File: src/hdl/lr_pkg.sv
// Shared types and constants for the line rasterizer.
package lr_pkg;

	// Coordinate width of the command and pixel fields
	localparam int COORD_W = 6;

	// Error term: holds values in [-2*major, major + 2*minor)
	localparam int ERR_W = COORD_W + 3;

	// Default grid size
	localparam int GRID_WIDTH_DEF  = 64;
	localparam int GRID_HEIGHT_DEF = 64;

	// Controller states
	typedef enum logic {
		LR_IDLE,
		LR_RUN
	} lr_state_t;

	// Controller to datapath commands
	typedef struct packed {
		logic load;   // latch and set up a new line
		logic step;   // advance to the next pixel
	} lr_ctrl_t;

	// Datapath to controller status
	typedef struct packed {
		logic last;   // current pixel is the final one
	} lr_status_t;

endpackage

File: src/hdl/lr_cmd_if.sv
// Line command channel: two endpoints and a pixel value.
interface lr_cmd_if;
	logic                        valid;
	logic                        ready;
	logic [lr_pkg::COORD_W-1:0]  start_x;
	logic [lr_pkg::COORD_W-1:0]  start_y;
	logic [lr_pkg::COORD_W-1:0]  end_x;
	logic [lr_pkg::COORD_W-1:0]  end_y;
	logic                        draw_value;

	modport source (output valid, start_x, start_y, end_x, end_y, draw_value, input ready);
	modport sink   (input valid, start_x, start_y, end_x, end_y, draw_value, output ready);
endinterface

File: src/hdl/lr_pix_if.sv
// Pixel write channel: one transfer per rasterised pixel.
interface lr_pix_if;
	logic                        valid;
	logic                        ready;
	logic [lr_pkg::COORD_W-1:0]  pixel_x;
	logic [lr_pkg::COORD_W-1:0]  pixel_y;
	logic                        write_value;
	logic                        last;

	modport source (output valid, pixel_x, pixel_y, write_value, last, input ready);
	modport sink   (input valid, pixel_x, pixel_y, write_value, last, output ready);
endinterface

File: src/hdl/line_rasterizer.sv
// Line rasteriser top level: Bresenham line commands in, pixel writes out.
//
//   channel | dir | payload                                      | transfer
//   cmd     | in  | start_x start_y end_x end_y draw_value       | one per line
//   pix     | out | pixel_x pixel_y write_value last             | one per pixel
//
// A line of major delta N gives N+1 pixel transfers, one per cycle while pix is
// ready; the command itself is accepted in the idle state, ahead of them.
// The pixel walk is a single step register loop; cmd is ready only when idle.
// Reset returns the controller to idle; line registers are not reset.
// A stalled pix holds the current pixel and the step until the transfer.
module line_rasterizer #(
	parameter int GRID_WIDTH  = lr_pkg::GRID_WIDTH_DEF,
	parameter int GRID_HEIGHT = lr_pkg::GRID_HEIGHT_DEF
) (
	input  logic     clk,
	input  logic     arst_n,
	lr_cmd_if.sink   cmd,
	lr_pix_if.source pix
);

	lr_pkg::lr_ctrl_t   ctl;
	lr_pkg::lr_status_t sts;

	// Controller
	lr_ctrl u_ctrl (
		.clk       (clk),
		.arst_n    (arst_n),
		.cmd_valid (cmd.valid),
		.cmd_ready (cmd.ready),
		.pix_valid (pix.valid),
		.pix_ready (pix.ready),
		.ctl       (ctl),
		.sts       (sts)
	);

	// Datapath
	lr_datapath #(
		.GRID_WIDTH  (GRID_WIDTH),
		.GRID_HEIGHT (GRID_HEIGHT)
	) u_datapath (
		.clk         (clk),
		.ctl         (ctl),
		.sts         (sts),
		.start_x     (cmd.start_x),
		.start_y     (cmd.start_y),
		.end_x       (cmd.end_x),
		.end_y       (cmd.end_y),
		.draw_value  (cmd.draw_value),
		.pixel_x     (pix.pixel_x),
		.pixel_y     (pix.pixel_y),
		.write_value (pix.write_value),
		.last        (pix.last)
	);

endmodule

File: src/hdl/lr_ctrl.sv
// Line rasteriser controller: accepts a command, then runs until the last pixel.
module lr_ctrl (
	input  logic               clk,
	input  logic               arst_n,
	input  logic               cmd_valid,
	output logic               cmd_ready,
	output logic               pix_valid,
	input  logic               pix_ready,
	output lr_pkg::lr_ctrl_t   ctl,
	input  lr_pkg::lr_status_t sts
);

	lr_pkg::lr_state_t state_q;
	lr_pkg::lr_state_t state_next;

	// State register
	always_ff @(posedge clk or negedge arst_n) begin
		if (!arst_n) begin
			state_q <= lr_pkg::LR_IDLE;
		end else begin
			state_q <= state_next;
		end
	end

	// Next state and outputs
	always_comb begin
		state_next = state_q;
		cmd_ready  = 1'b0;
		pix_valid  = 1'b0;
		ctl.load   = 1'b0;
		ctl.step   = 1'b0;
		case (state_q)
			lr_pkg::LR_IDLE: begin
				cmd_ready = 1'b1;
				if (cmd_valid) begin
					ctl.load   = 1'b1;
					state_next = lr_pkg::LR_RUN;
				end
			end
			lr_pkg::LR_RUN: begin
				pix_valid = 1'b1;
				if (pix_ready) begin
					ctl.step = 1'b1;
					if (sts.last) begin
						state_next = lr_pkg::LR_IDLE;
					end
				end
			end
			default: begin
				state_next = lr_pkg::LR_IDLE;
			end
		endcase
	end

endmodule

File: src/hdl/lr_datapath.sv
// Line rasteriser datapath: endpoint set-up and Bresenham stepping registers.
module lr_datapath #(
	parameter int GRID_WIDTH  = lr_pkg::GRID_WIDTH_DEF,
	parameter int GRID_HEIGHT = lr_pkg::GRID_HEIGHT_DEF
) (
	input  logic                       clk,
	input  lr_pkg::lr_ctrl_t           ctl,
	output lr_pkg::lr_status_t         sts,
	input  logic [lr_pkg::COORD_W-1:0] start_x,
	input  logic [lr_pkg::COORD_W-1:0] start_y,
	input  logic [lr_pkg::COORD_W-1:0] end_x,
	input  logic [lr_pkg::COORD_W-1:0] end_y,
	input  logic                       draw_value,
	output logic [lr_pkg::COORD_W-1:0] pixel_x,
	output logic [lr_pkg::COORD_W-1:0] pixel_y,
	output logic                       write_value,
	output logic                       last
);

	localparam int CW    = lr_pkg::COORD_W;
	localparam int EW    = lr_pkg::ERR_W;
	localparam int CSPAN = 2 ** CW;
	localparam int XMAX_I = (GRID_WIDTH  > CSPAN) ? CSPAN - 1 : GRID_WIDTH  - 1;
	localparam int YMAX_I = (GRID_HEIGHT > CSPAN) ? CSPAN - 1 : GRID_HEIGHT - 1;
	localparam logic [CW-1:0] XMAX = XMAX_I[CW-1:0];
	localparam logic [CW-1:0] YMAX = YMAX_I[CW-1:0];

	logic [CW-1:0] cx0, cy0, cx1, cy1;
	logic          swap;
	logic [CW-1:0] xa, ya, xb, yb;
	logic [CW-1:0] dx, ady;
	logic          dy_neg, steep;
	logic [CW-1:0] major, minor;

	logic [CW-1:0]        x_q, y_q;
	logic [CW-1:0]        major_q, minor_q, rem_q;
	logic                 steep_q, neg_q, val_q;
	logic signed [EW-1:0] err_q;

	logic signed [EW-1:0] err_sum, major_ext, major2, err_next;
	logic                 minor_step;
	logic [CW-1:0]        y_inc;

	// Saturate endpoints to the grid
	assign cx0 = (start_x > XMAX) ? XMAX : start_x;
	assign cy0 = (start_y > YMAX) ? YMAX : start_y;
	assign cx1 = (end_x   > XMAX) ? XMAX : end_x;
	assign cy1 = (end_y   > YMAX) ? YMAX : end_y;

	// Order endpoints so x never decreases, y increases on a vertical
	assign swap = (cx1 < cx0) || ((cx1 == cx0) && (cy1 < cy0));
	assign xa   = swap ? cx1 : cx0;
	assign ya   = swap ? cy1 : cy0;
	assign xb   = swap ? cx0 : cx1;
	assign yb   = swap ? cy0 : cy1;

	// Deltas and axis choice (x is major on a tie)
	assign dx     = xb - xa;
	assign dy_neg = yb < ya;
	assign ady    = dy_neg ? (ya - yb) : (yb - ya);
	assign steep  = ady > dx;
	assign major  = steep ? ady : dx;
	assign minor  = steep ? dx : ady;

	// Error term update for the next pixel
	assign major_ext  = $signed({{(EW-CW){1'b0}}, major_q});
	assign major2     = $signed({{(EW-CW-1){1'b0}}, major_q, 1'b0});
	assign err_sum    = err_q + $signed({{(EW-CW-1){1'b0}}, minor_q, 1'b0});
	assign minor_step = (major_q != '0) && (err_sum >= major_ext);
	assign err_next   = minor_step ? (err_sum - major2) : err_sum;
	assign y_inc      = neg_q ? (y_q - CW'(1)) : (y_q + CW'(1));

	// Line registers
	always_ff @(posedge clk) begin
		if (ctl.load) begin
			x_q     <= xa;
			y_q     <= ya;
			major_q <= major;
			minor_q <= minor;
			rem_q   <= major;
			steep_q <= steep;
			neg_q   <= dy_neg;
			val_q   <= draw_value;
			err_q   <= '0;
		end else if (ctl.step) begin
			err_q <= err_next;
			rem_q <= rem_q - CW'(1);
			if (steep_q) begin
				y_q <= y_inc;
				if (minor_step) begin
					x_q <= x_q + CW'(1);
				end
			end else begin
				x_q <= x_q + CW'(1);
				if (minor_step) begin
					y_q <= y_inc;
				end
			end
		end
	end

	assign sts.last    = (rem_q == '0);
	assign pixel_x     = x_q;
	assign pixel_y     = y_q;
	assign write_value = val_q;
	assign last        = (rem_q == '0);

endmodule

File: src/flat_wrapper.sv
// flat-port wrapper written by rule: the top's interface ports become plain ports
module line_rasterizer_flat 
#(
	parameter int GRID_WIDTH  = lr_pkg::GRID_WIDTH_DEF,
	parameter int GRID_HEIGHT = lr_pkg::GRID_HEIGHT_DEF
)
  (clk, arst_n, cmd_valid, cmd_start_x, cmd_start_y, cmd_end_x, cmd_end_y, cmd_draw_value, cmd_ready, pix_valid, pix_pixel_x, pix_pixel_y, pix_write_value, pix_last, pix_ready);
  lr_cmd_if cmd_i ();
  lr_pix_if pix_i ();
  input  logic clk;
  input  logic arst_n;
  input wire logic [$bits(cmd_i.valid)-1:0] cmd_valid;
  input wire logic [$bits(cmd_i.start_x)-1:0] cmd_start_x;
  input wire logic [$bits(cmd_i.start_y)-1:0] cmd_start_y;
  input wire logic [$bits(cmd_i.end_x)-1:0] cmd_end_x;
  input wire logic [$bits(cmd_i.end_y)-1:0] cmd_end_y;
  input wire logic [$bits(cmd_i.draw_value)-1:0] cmd_draw_value;
  output wire logic [$bits(cmd_i.ready)-1:0] cmd_ready;
  output wire logic [$bits(pix_i.valid)-1:0] pix_valid;
  output wire logic [$bits(pix_i.pixel_x)-1:0] pix_pixel_x;
  output wire logic [$bits(pix_i.pixel_y)-1:0] pix_pixel_y;
  output wire logic [$bits(pix_i.write_value)-1:0] pix_write_value;
  output wire logic [$bits(pix_i.last)-1:0] pix_last;
  input wire logic [$bits(pix_i.ready)-1:0] pix_ready;
  assign cmd_i.valid = cmd_valid;
  assign cmd_i.start_x = cmd_start_x;
  assign cmd_i.start_y = cmd_start_y;
  assign cmd_i.end_x = cmd_end_x;
  assign cmd_i.end_y = cmd_end_y;
  assign cmd_i.draw_value = cmd_draw_value;
  assign cmd_ready = cmd_i.ready;
  assign pix_valid = pix_i.valid;
  assign pix_pixel_x = pix_i.pixel_x;
  assign pix_pixel_y = pix_i.pixel_y;
  assign pix_write_value = pix_i.write_value;
  assign pix_last = pix_i.last;
  assign pix_i.ready = pix_ready;
  line_rasterizer #(.GRID_WIDTH(GRID_WIDTH), .GRID_HEIGHT(GRID_HEIGHT)) u_core (.clk(clk), .arst_n(arst_n), .cmd(cmd_i), .pix(pix_i));
endmodule
File: config.mk
export PLATFORM = sky130hd
export DESIGN_NAME = line_rasterizer_flat
export DESIGN_NICKNAME = d
export VERILOG_FILES = /design/src/hdl/lr_pkg.sv /design/src/hdl/lr_cmd_if.sv /design/src/hdl/lr_pix_if.sv /design/src/hdl/line_rasterizer.sv /design/src/hdl/lr_ctrl.sv /design/src/hdl/lr_datapath.sv /design/src/flat_wrapper.sv
export SDC_FILE = /design/constraint.sdc
export NUM_CORES = 1
export LEC_CHECK = 0
export ABC_AREA = 1
export BUFFER_PORTS_ARGS = -buffer_cell sky130_fd_sc_hd__buf_2
export CAP_MARGIN = 15
export CORE_ASPECT_RATIO = 1.1
export CORE_UTILIZATION = 53
export CTS_BUF_LIST = sky130_fd_sc_hd__clkbuf_8
export DETAILED_ROUTE_END_ITERATION = 6
export HOLD_SLACK_MARGIN = 0.1
export PLACE_DENSITY = 0.73
export RECOVER_POWER = 25
export SLEW_MARGIN = 20
export SYNTH_ARGS = -nofsm -noshare
export SYNTH_HDL_FRONTEND = slang
export SYNTH_SLANG_ARGS = --single-unit
File: constraint.sdc
create_clock -name clk -period 3.6 [get_ports clk]
set_input_delay 0.18 -clock clk [delete_from_list [all_inputs] [get_ports clk]]
set_output_delay 0.18 -clock clk [all_outputs]
set_load 0.02 [all_outputs]
# ---- Yosys cells after proc, flatten, opt, wreduce, memory -nomap -nowiden
# Index checks and enable logic that the tools add are counted.
dict set report totals {
  ff_bits 43
  inputBits 29
  word_cells 72
  out_inout_bits 16
}
dict set report classes {
  n_mux 32
  add_sub_neg 9
  bitwise_logic 1
  n_reduce_logical 9
  n_eq_ne 2
  magnitude_cmp 9
}
# cell count
set ops {}
lappend ops {{2-to-1 mux 6 bit} 22}
lappend ops {{greater-than comparator 6 bit, second input constant} 4}
lappend ops {{< comparator 6 bit} 3}
lappend ops {{subtractor 6 bit} 3}
lappend ops {{adder 6 x 1 -> 6 bit, second input constant} 2}
lappend ops {{subtractor 6 x 1 -> 6 bit, second input constant} 2}
lappend ops {{adder 9 x 8 -> 9 bit} 1}
lappend ops {{>= comparator 9 x 7 -> 1 bit} 1}
lappend ops {{2-to-1 mux 9 bit} 1}
lappend ops {{subtractor 9 x 8 -> 9 bit} 1}
lappend ops {{2-to-1 mux 1 bit} 8}
lappend ops {{== test 6 bit} 1}
lappend ops {{greater-than comparator 6 bit} 1}
lappend ops {{logical NOT 6 bit} 1}
lappend ops {{nonzero test 6 bit} 1}
lappend ops {{AND reduction 2 bit} 2}
lappend ops {{inequality test 3 x 1 -> 1 bit, second input constant} 1}
lappend ops {{nonzero test 3 bit} 1}
lappend ops {{logical AND 1 bit} 2}
lappend ops {{case mux 1 bit (2 select lines)} 1}
lappend ops {{nonzero test 2 bit} 1}
lappend ops {{logical OR 1 bit} 1}
lappend ops {{inverter 1 bit} 1}

# ---- Depth between registers and ports, before layout
# Gate-level depths: netlist (run 1).
dict set report depth {
  ltp_word 11
  ltp_mapped 35
}

# ---- Modules after synthesis
# A second synthesis (run 1) with hierarchy kept.
dict set report unflattened {
  cells_unflattened 604
  hier_area_um2 4224.1
}
# module n_inst cells_per_inst area_each_um2 seq_area_each_um2
set modules_own_cells {}
lappend modules_own_cells {lr_datapath 1 595 4166.5 1151.1}
lappend modules_own_cells {lr_ctrl 1 9 57.6 25.0}

# ---- Worst setup path after synthesis (run 1)
# OpenSTA, ideal clock, no wires.
dict set report synth_path {
  path_kind {input to register}
  startpoint {input port cmd_end_x[4]}
  endpoint {register u_core.u_datapath.major_q[3], data pin}
  arrival_ns 3.573
  slack_ns -0.228
  n_path_buf 3
  setup_ns 0.255
  path_stages 31
  required_ns 3.345
  path_cell_list {clkbuf_1 -> ha_1 -> nand2_1 -> nor2_1 -> o21ai_0 -> o211ai_2 -> nand2_2 -> buf_6 -> buf_6 -> nand2_1 -> nand2_2 -> nor2_2 -> inv_1 -> ha_1 -> inv_1 -> o21ai_2 -> nand2_1 -> nand3_2 -> nor2_4 -> nand2_1 -> nand2_1 -> inv_1 -> ha_1 -> nand2_1 -> nor2_1 -> o21ai_0 -> o211ai_1 -> nand2_1 -> clkinv_1 -> nand3_1 -> and2_1}
}
dict set report synth_between {
  elab_chain_len 10
  word_cells_on_any_way 17
  classes_between {3 x add/sub; 4 x order compare; 1 x eq/ne; 7 x mux; 2 x reduce/logical}
}
# element line_no
set synth_rtl {}
lappend synth_rtl {{start, declared} flat_wrapper.sv:15} ;# input wire logic [$bits(cmd_i.end_x)-1:0] cmd_end_x;
lappend synth_rtl {{greater-than comparator 6 bit} lr_datapath.sv:47} ;# assign cx1 = (end_x > XMAX) ? XMAX : end_x;
lappend synth_rtl {{2-to-1 mux 6 bit (*)} lr_datapath.sv:47}
lappend synth_rtl {{parallel branches: the longest is 2 deep, another holds < comparator 6 bit} -}
lappend synth_rtl {{logical OR 1 bit (*)} lr_datapath.sv:51} ;# assign swap = (cx1 < cx0) || ((cx1 == cx0) && (cy1 < cy0));
lappend synth_rtl {{2-to-1 mux 6 bit, on equally long branches} {lr_datapath.sv:55, lr_datapath.sv:53}}
lappend synth_rtl {{< comparator 6 bit (*)} lr_datapath.sv:59} ;# assign dy_neg = yb < ya;
lappend synth_rtl {{named net u_core.u_datapath.dy_neg} lr_datapath.sv:32} ;# logic dy_neg, steep;
lappend synth_rtl {{2-to-1 mux 6 bit (*)} lr_datapath.sv:60} ;# assign ady = dy_neg ? (ya - yb) : (yb - ya);
lappend synth_rtl {{greater-than comparator 6 bit (*)} lr_datapath.sv:61} ;# assign steep = ady > dx;
lappend synth_rtl {{named net u_core.u_datapath.steep} lr_datapath.sv:32}
lappend synth_rtl {{2-to-1 mux 6 bit (*)} lr_datapath.sv:62} ;# assign major = steep ? ady : dx;
lappend synth_rtl {{named net u_core.u_datapath.major[3]} lr_datapath.sv:33} ;# logic [CW-1:0] major, minor;
lappend synth_rtl {{end signal, assigned} lr_datapath.sv:78} ;# major_q <= major;
lappend synth_rtl {{end, declared} lr_datapath.sv:36} ;# logic [CW-1:0] major_q, minor_q, rem_q;
# Mark *: on every way through the listed nets, which the timed path passes.
# A chain may end at the register's enable or synchronous reset.

# ---- Final worst setup path (run 1)
dict set report layout_path {
  startpoint {input port cmd_start_x[4]}
  endpoint {register u_core.u_datapath.major_q[1], data pin}
}
dict set report layout_between {
  elab_chain_len 10
  word_cells_on_any_way 17
  classes_between {3 x add/sub; 4 x order compare; 1 x eq/ne; 7 x mux; 2 x reduce/logical}
}
# element line_no
set layout_rtl {}
lappend layout_rtl {{start, declared} flat_wrapper.sv:13} ;# input wire logic [$bits(cmd_i.start_x)-1:0] cmd_start_x;
lappend layout_rtl {{greater-than comparator 6 bit} lr_datapath.sv:45} ;# assign cx0 = (start_x > XMAX) ? XMAX : start_x;
lappend layout_rtl {{2-to-1 mux 6 bit (*)} lr_datapath.sv:45}
lappend layout_rtl {{parallel branches: the longest is 6 deep, another holds < comparator 6 bit} -}
lappend layout_rtl {{greater-than comparator 6 bit (*)} lr_datapath.sv:61}
lappend layout_rtl {{named net u_core.u_datapath.steep} lr_datapath.sv:32}
lappend layout_rtl {{2-to-1 mux 6 bit (*)} lr_datapath.sv:62}
lappend layout_rtl {{named net u_core.u_datapath.major[1]} lr_datapath.sv:33}
# Marks and branches as above.

==> results.toml, run 1 <==
[outcome]
status = "complete, but fails checks"
violations = "negative setup slack"

[setup_path]
critical_path_class = "in -> reg"
element_type_at_the_critical_path_start = "input port"
endpoint_kind = "flop"
cp-startpoint = "cmd_start_x[4]"
rr_endpoint = "u_core.u_datapath.pixel_y[1]"
cp_slowest_cell = "sky130_fd_sc_hd__ha_4"
cp_max_fo = 7
worst_setup_path_endpoint = "u_core.u_datapath.major_q[1]"
max_stage_delay_ps = 290
r2r_slack_ps = 220
arrival_time_worst_endpoint_ps = 3720
regToRegStartpoint = "u_core.u_datapath.minor_q[0]"
cp_data_required_time_ps = 3670
worst_r2r_path_depth = 15

[timing]
finalHoldViolations = 0
tightest_slew_margin_relative_to_the_limit_pct = 45.5
fin_hold_ws_ps = 159
final.setup_skew_ps = 12.1
max_freq_mhz = 274
final_count_of_pins_violating_max_slew = 0
grt_setup_unrepaired = "yes"
setup_viol = 11
layout_min_cycle_time_ps = 3650
worst-slew-pin-transition_ps = 817
post-route-worst-setup-slack_ps = -53.6
fin_crit_sh_pct = 101

[clock_network]
path_clk_slew_ps = 90
insertion_delay_ps = 310
cts.path.max_buffers = 2
cts_sinks = 42
clock_tree.root_cell = "sky130_fd_sc_hd__clkbuf_8"
htreeDepth = 2
cts_inserted_buffers = 5
cts_tree = "built"

[detailed_routing]
dr.first_iter.drc_count = 190
detail_route.drc_violations = 0
wl_um = 12000
total_number_of_vias = 4440
ant_nets = 0
detailedRoute.firstPassIterationCount = 5
route.detailed.vias_per_inst = 5.38
routed_wire_length_per_instance_um = 14.6

[placement]
placed_cells_incl_taps = 802
gpl.final_weighted_congestion = 0.923
dp_worst_setup_slack_ps = -416
port_buffers = 44
place_hpwl_um = 8820

[yosys]
total_of_warnings_raised_by_yosys = 0
synth_area_mm2 = 0.00420
synth_top_cell_by_area = "sky130_fd_sc_hd__edfxtp_1"
synth-async-reset-ratio_pct = 2.38
postSynthRegisterBits = 42
library_cells_used_by_synthesis = 43
synth_enable_flop_cells = 33
synth_fp_nets = 671
synth.avg_cell_area_um2 = 7.07
synthDominantCellAreaShare_pct = 23.6
most_used_dff_post_synth = "sky130_fd_sc_hd__edfxtp_1"
synth_sequential_area_ratio_pct = 28.0
leading_post_synthesis_cells_by_cell_area = "sky130_fd_sc_hd__edfxtp_1, sky130_fd_sc_hd__nand2_1, sky130_fd_sc_hd__ha_1"
syn_inst = 595

[worst_hold_path]
timing.hold.worst.class = "in -> async"

[floorplan]
boundaryPins = 45
die_h_um = 95.4
placementRows = 33
die-width_um = 86.9
initial_utilization_pct = 55.6
fp.dieArea_mm2 = 0.00829
core_area_mm2 = 0.00756

[grt]
grt_pass1_wl_um = 18000
grt_usage_pct = 27.9
initial_antenna_violation_count = 0
pin_count_of_the_biggest_net_entering_global_routing = 34
grt_remaining_overflow = 0
grt_pass1_vias = 4213

[final_layout]
area.growth.synth_to_final_pct = 36.0
layout_commonest_cell = "sky130_fd_sc_hd__nand2_1"
antenna_cells_inserted = 0
filler_cell_count = 577
layout.nets = 795
final_core_util_pct = 75.7
finish.cell_count_without_fillers = 825
layout_common_cells = "sky130_fd_sc_hd__nand2_1, sky130_fd_sc_hd__buf_4, sky130_fd_sc_hd__inv_1"
drive_gt1_share_pct = 32.1

[power]
power.density_cell_area_mw_per_mm2 = 631
total_power_w = 0.00361
cellLeakagePower_nw = 2.83
worst_ir_drop_vdd_mv = 0.315

[flow_run]
max_cap_violations = 0
==> report_power, final <==
group / internal, W / total [W] / leakage, nW / switching (W)
clock network: 0.000204 / 0.000387 / 0.0556 / 0.000182
registers: 0.000704 / 0.000785 / 0.384 / 0.0000809
logic: 0.00105 / 0.00244 / 2.39 / 0.00139
total: 0.00196 / 0.00361 / 2.83 / 0.00165
==> through the flow <==
step	setup TNS [ps]	area (um^2)
after floorplan	-236	4320
after global placement	-2680	5160
after detailed placement	-6890	5160
after CTS	0	5340
after global routing	-2900	5720
final	-322	5720
==> worst max-delay path, delay by kind of cell <==
kind | cells | cell delay, ps
simple gates | 16 | 1710
fa+ha+maj | 3 | 730
buf+inv | 7 | 650
compound gates | 4 | 450
==> cells by family after synthesis <==
family | Yosys count | share of synthesized area [%]
buffers and inverters | 106 | 10.2
xor gates and xnor gates | 24 | 5.18
AOI/OAI and AO/OA | 94 | 12.8
DFF | 42 | 28.0
and+or+nand+nor | 282 | 29.4
adders and majority gates | 47 | 14.5
==> synthesized netlist by cell type, types with 4 or more instances <==
cell type	n
sky130_fd_sc_hd__and2_1	6
sky130_fd_sc_hd__nor2_1	37
sky130_fd_sc_hd__inv_1	82
sky130_fd_sc_hd__xor2_1	15
sky130_fd_sc_hd__a21oi_1	24
sky130_fd_sc_hd__o21ai_1	9
sky130_fd_sc_hd__nand3_1	43
sky130_fd_sc_hd__nand2_1	169
sky130_fd_sc_hd__nand2_2	4
sky130_fd_sc_hd__o211ai_1	5
sky130_fd_sc_hd__clkbuf_1	15
sky130_fd_sc_hd__dfxtp_1	8
sky130_fd_sc_hd__xnor2_1	8
sky130_fd_sc_hd__nand4_1	5
sky130_fd_sc_hd__ha_1	44
sky130_fd_sc_hd__o21ai_0	37
sky130_fd_sc_hd__edfxtp_1	33
sky130_fd_sc_hd__nand3_2	4
sky130_fd_sc_hd__o21ai_2	5
==> sequential cells by signal, indices dropped and copies added, names as in the netlist <==
name / count
u_core.u_datapath.pixel_y: 6
u_core.u_datapath.write_value: 1
u_core.u_datapath.err_q: 8
u_core.u_datapath.minor_q: 6
u_core.u_datapath.major_q: 6
u_core.u_ctrl.state_q: 1
u_core.u_datapath.neg_q: 1
u_core.u_datapath.rem_q: 6
u_core.u_datapath.steep_q: 1
u_core.u_datapath.pixel_x: 6
==> repair_timing <==
action,CTS,global route
setup endpoints to repair,16,19
cloned,2,0
endpoints found under the hold margin,2,0
pin swaps,6,36
resized for setup,4,92
hold buffers,2,0
buffers inserted,3,8
==> layout make-up <==
class	count	area (um^2)	area share [%]
multi-input combinational	448	3000	52.4
sequential	42	1180	20.6
timing repair buffer	137	971	17.0
inverter	84	325	5.69
tap	105	131	2.30
clock buffer	5	68.8	1.20
clock inverter	3	41.3	0.722
timing repair inverter	1	6.26	0.109
==> worst min-delay path by stage <==
stage,to,startpoint,slack (ps),cells after the start
floorplan,u_core.u_ctrl.state_q,arst_n,-120,0
global placement,u_core.u_ctrl.state_q,arst_n,-50,1
detailed placement,u_core.u_ctrl.state_q,arst_n,-40,1
CTS,u_core.u_ctrl.state_q,arst_n,180,2
global route,u_core.u_ctrl.state_q,arst_n,180,2
finish,u_core.u_ctrl.state_q,arst_n,160,2
==> metal layers <==
layer | vias to the layer above | GRT usage, % | part of all wire, %
met5 | - | 0 | 0
met2 | 132 | 54.2 | 53
met4 | 0 | 12.4 | 4.1
met3 | 37 | 3.38 | 4.1
li1 | 2193 | - | -
met1 | 2078 | 29.8 | 39
(Power assumes the default switching activity.)
==> run 2, diff against run 1 <==
==> constraint.sdc (replaced) <==
create_clock -name clk -period 4.4 [get_ports clk]
set_input_delay 0.22 -clock clk [delete_from_list [all_inputs] [get_ports clk]]
set_output_delay 0.22 -clock clk [all_outputs]
set_load 0.02 [all_outputs]
==> results.toml, run 2 (synthesis gave the netlist of run 1 again) <==
[clock_network]
cts_sinks = 42
path_clk_slew_ps = 80
htreeDepth = 2
cts_tree = "built"
insertion_delay_ps = 310
cts.path.max_buffers = 2
clock_tree.root_cell = "sky130_fd_sc_hd__clkbuf_8"
cts_inserted_buffers = 5
post-cts-setup-buffer-count = 0

[floorplan]
core_area_mm2 = 0.00756
die_h_um = 95.4
initial_utilization_pct = 55.6
boundaryPins = 45
placementRows = 33
fp.dieArea_mm2 = 0.00829
die-width_um = 86.9

[setup_path]
arrival_time_worst_endpoint_ps = 4090
element_type_at_the_critical_path_start = "input port"
max_stage_delay_ps = 360
cp_slowest_cell = "sky130_fd_sc_hd__ha_1"
crit_path_frequent_cell = "sky130_fd_sc_hd__nand2_1"
cp_max_fo = 9
cp_data_required_time_ps = 4460
r2r_slack_ps = 720
endpoint_kind = "flop"
critical_path_class = "in -> reg"

[timing]
tns_ps = 0
worst-slew-pin-transition_ps = 788
final_count_of_pins_violating_max_slew = 0
final.setup_skew_ps = 12.2
layout_min_cycle_time_ps = 4040
finalHoldViolations = 0
grt_setup_unrepaired = "no"
max_freq_mhz = 248
fin_hold_ws_ps = 210
setup_viol = 0
fin_crit_sh_pct = 91.7
tightest_slew_margin_relative_to_the_limit_pct = 47.5

[final_layout]
top_register = "u_core.u_datapath.err_q"
area.growth.synth_to_final_pct = 10.2
final_core_util_pct = 61.3
layout.nets = 712
antenna_cells_inserted = 0
drive_gt1_share_pct = 11.3
largest_reg_flops = 8
layout_commonest_cell = "sky130_fd_sc_hd__nand2_1"
layout_common_cells = "sky130_fd_sc_hd__nand2_1, sky130_fd_sc_hd__inv_1, sky130_fd_sc_hd__ha_1"

[power]
cellLeakagePower_nw = 2.36
total_power_w = 0.00247
worst_ir_drop_vdd_mv = 0.203
power.density_cell_area_mw_per_mm2 = 532

[grt]
grt_usage_pct = 25.3
pin_count_of_the_biggest_net_entering_global_routing = 35
grt_pass1_vias = 3681
initial_antenna_violation_count = 0
grt_pass1_wl_um = 16200
grt_remaining_overflow = 0

[detailed_routing]
ant_nets = 0
dr.first_iter.drc_count = 222
wl_um = 9690
detailedRoute.firstPassIterationCount = 5
routed_wire_length_per_instance_um = 13.1
detail_route.drc_violations = 0
route.detailed.vias_per_inst = 5.28
total_number_of_vias = 3919

[placement]
port_buffers = 44
place_hpwl_um = 7920
gpl.final_weighted_congestion = 0.965

[outcome]
status = "finished, final reports clean"

[flow_run]
max_cap_violations = 0

[worst_hold_path]
timing.hold.worst.class = "in -> async"
-- run 2: cell types whose count changed in the layout (fill, tap and decap cells not counted), sizes merged --
cell    delta
buf       -80
clkbuf     -1
clkinv     -1
nand2      -1
-- run 2: final timing paths --
| path | end | startpoint | depth (start not counted) |
|---|---|---|---|
| hold / removal | u_core.u_ctrl.state_q | arst_n | 2 |
| setup / recovery | u_core.u_datapath.major_q[3] | cmd_start_x[4] | 30 |
| setup reg to reg | u_core.u_datapath.pixel_y[2] | u_core.u_datapath.minor_q[0] | 14 |
| max in group asynchronous | u_core.u_ctrl.state_q | arst_n | 2 |
| hold reg to reg | u_core.u_datapath.err_q[7] | u_core.u_datapath.err_q[7] | 2 |
| min in group clk | u_core.u_ctrl.state_q | cmd_valid | 3 |
-- run 2: cell type report --
type                       count  area [um^2]
sequential                    42         1180
timing repair buffer          56          297
tap                          105          131
clock inverter                 3         40.0
clock buffer                   5         68.8
inverter                      84          319
multi-input combinational    447         2600
fill                         731         2920
-- run 2: per-stage QoR --
| stage | setup slack [ps] | std cells | instance area [um^2] |
|---|---|---|---|
| after floorplan | 532 | 595 | 4200 |
| after global placement | 278 | 732 | 4520 |
| after CTS | 432 | 742 | 4650 |
| after global routing | 16.3 | 742 | 4630 |
| final | 363 | 742 | 4630 |
| after detailed placement | 121 | 732 | 4520 |
-- run 2: repair_timing --
item,in CTS,in global routing
endpoints found under the hold margin,2,0
resized for setup,0,1
hold buffers,2,0
endpoints found under the setup margin,0,1
-- run 2: report_power, final --
| group | leakage [nW] | switching, W | internal, W | total (W) |
|---|---|---|---|---|
| sequential | 0.384 | 0.0000642 | 0.000576 | 0.000640 |
| clock | 0.0599 | 0.000143 | 0.000168 | 0.000311 |
| combinational | 1.92 | 0.000934 | 0.000580 | 0.00151 |
| total | 2.36 | 0.00114 | 0.00132 | 0.00247 |
-- run 2: worst max-delay path: cells and delay by family --
kind,cells,cell delay (ps)
buffers and inverters,6,600
adder cells (fa/ha/maj),3,810
AO/OA/AOI/OAI,3,250
AND/OR/NAND/NOR,18,2200
-- run 2: routing by layer --
layer  global-route usage, %  part of all wire, %
met1                    29.3                   44
met2                    47.4                   51
met3                    2.86                  2.5
met4                    9.44                  2.4
met5                       0                    0
==> run 3, diff against run 2 <==
--- a/config.mk
+++ b/config.mk
@@ -13,7 +13,7 @@
 export CTS_BUF_LIST = sky130_fd_sc_hd__clkbuf_8
 export DETAILED_ROUTE_END_ITERATION = 6
 export HOLD_SLACK_MARGIN = 0.1
-export PLACE_DENSITY = 0.73
+export PLACE_DENSITY = 0.7
 export RECOVER_POWER = 25
 export SLEW_MARGIN = 20
 export SYNTH_ARGS = -nofsm -noshare
==> results.toml, run 3 (synthesis gave the netlist of run 1 again) <==
[outcome]
status = "finished, final reports clean"

[detailed_routing]
detail_route.drc_violations = 0
routed_wire_length_per_instance_um = 13.3
total_number_of_vias = 3903
wl_um = 9810
dr.first_iter.drc_count = 201
detailedRoute.firstPassIterationCount = 5
ant_nets = 0
route.detailed.vias_per_inst = 5.28

[grt]
grt_pass1_vias = 3587
grt_remaining_overflow = 0
grt_pass1_wl_um = 16200
initial_antenna_violation_count = 0
grt_usage_pct = 24.9
pin_count_of_the_biggest_net_entering_global_routing = 26

[setup_path]
element_type_at_the_critical_path_start = "input port"
cp_max_fo = 15
cp_slowest_cell = "sky130_fd_sc_hd__ha_1"
critical_path_class = "in -> reg"
arrival_time_worst_endpoint_ps = 4070
crit_path_frequent_cell = "sky130_fd_sc_hd__nand2_1"
max_stage_delay_ps = 350
critical_path_buf_inv_count = 6
cp_data_required_time_ps = 4420
endpoint_kind = "flop"
cp_top_family = "simple AND/OR/NAND/NOR gates"

[final_layout]
layout_commonest_cell = "sky130_fd_sc_hd__nand2_1"
layout.nets = 709
top_register = "u_core.u_datapath.err_q"
drive_gt1_share_pct = 10.6
largest_reg_flops = 8
layout_common_cells = "sky130_fd_sc_hd__nand2_1, sky130_fd_sc_hd__inv_1, sky130_fd_sc_hd__ha_1"
final_core_util_pct = 61.0
area.growth.synth_to_final_pct = 9.55
antenna_cells_inserted = 0

[clock_network]
cts_tree = "built"
post-cts-setup-buffer-count = 0
insertion_delay_ps = 300
ctsHoldBuffers = 2
cts.path.max_buffers = 2
htreeDepth = 2
path_clk_slew_ps = 80
cts.repair.resized = 0
clock_tree.root_cell = "sky130_fd_sc_hd__clkbuf_8"
cts_sinks = 42
cts_inserted_buffers = 5

[placement]
gpl.final_weighted_congestion = 0.949
place_hpwl_um = 8030
dp_worst_setup_slack_ps = 172
port_buffers = 44

[timing]
setup_viol = 0
worst-slew-pin-transition_ps = 966
tightest_slew_margin_relative_to_the_limit_pct = 35.3
final_count_of_pins_violating_max_slew = 0
grt_setup_unrepaired = "no"
post-route-worst-setup-slack_ps = 348
tns_ps = 0
max_freq_mhz = 247
finalHoldViolations = 0
fin_crit_sh_pct = 92.1
final.setup_skew_ps = 5.61
layout_min_cycle_time_ps = 4050

[floorplan]
die_h_um = 95.4
fp.dieArea_mm2 = 0.00829
initial_utilization_pct = 55.6
core_area_mm2 = 0.00756
die-width_um = 86.9
boundaryPins = 45
placementRows = 33

[flow_run]
max_cap_violations = 0

[worst_hold_path]
timing.hold.worst.class = "in -> reg"

[power]
total_power_w = 0.00245
cellLeakagePower_nw = 2.35
worst_ir_drop_vdd_mv = 0.201
power.density_cell_area_mw_per_mm2 = 532
[run 3: changes by cell type in the layout (fill, tap and decap cells not counted)]
| cell | change |
|---|---|
| sky130_fd_sc_hd__nor2_2 | -1 |
| sky130_fd_sc_hd__buf_4 | -3 |
| sky130_fd_sc_hd__nor2_1 | +1 |
| sky130_fd_sc_hd__clkinvlp_4 | -1 |
| sky130_fd_sc_hd__clkinv_1 | +1 |
[run 3: report_power, final]
group | total [W] | internal [W] | switching, W | leakage, nW
clock network | 0.000312 | 0.000168 | 0.000144 | 0.0599
logic | 0.00150 | 0.000583 | 0.000917 | 1.91
registers | 0.000638 | 0.000576 | 0.0000615 | 0.384
total | 0.00245 | 0.00133 | 0.00112 | 2.35
[run 3: tightest hold or removal path, delay by kind of cell]
family          cells  cell delay, ps
buf+inv             2             160
compound gates      1              80
[run 3: path summary, 6_finish.rpt]
check | from | to | slack (ps) | cells after the start
worst min-delay path | cmd_valid | u_core.u_ctrl.state_q | 200 | 3
worst min register to register | u_core.u_datapath.err_q[7] | u_core.u_datapath.err_q[7] | 460 | 2
max in group asynchronous | arst_n | u_core.u_ctrl.state_q | 4100 | 2
worst max register to register | u_core.u_datapath.minor_q[0] | u_core.u_datapath.pixel_y[0] | 810 | 14
worst max-delay path | cmd_start_x[4] | u_core.u_datapath.rem_q[0] | 350 | 30
min in group asynchronous | arst_n | u_core.u_ctrl.state_q | 210 | 2
[run 3: final cells by class]
class | count | area (um^2)
Timing Repair Buffer | 53 | 274
Multi-Input combinational cell | 447 | 2600
Clock buffer | 5 | 68.8
Tap cell | 105 | 131
Inverter | 84 | 315
Fill cell | 731 | 2950
Sequential cell | 42 | 1180
Clock inverter | 3 | 40.0
[run 3: metal layers]
layer	part of all wire, %	global-route usage, %	vias up
li1	-	-	2024
met1	44	29.8	1761
met2	50	45.4	96
met3	3.2	2.77	22
met4	2.9	10.0	0
met5	0	0	-
[run 3: stage by stage]
stage	cells	hold slack, ps	area, um^2
2_1_floorplan	595	-75.6	4200
3_3_place_gp	729	-5.35	4500
3_5_place_dp	729	-3.96	4500
4_1_cts	739	217	4630
5_1_grt	739	215	4610
6_report	739	203	4610
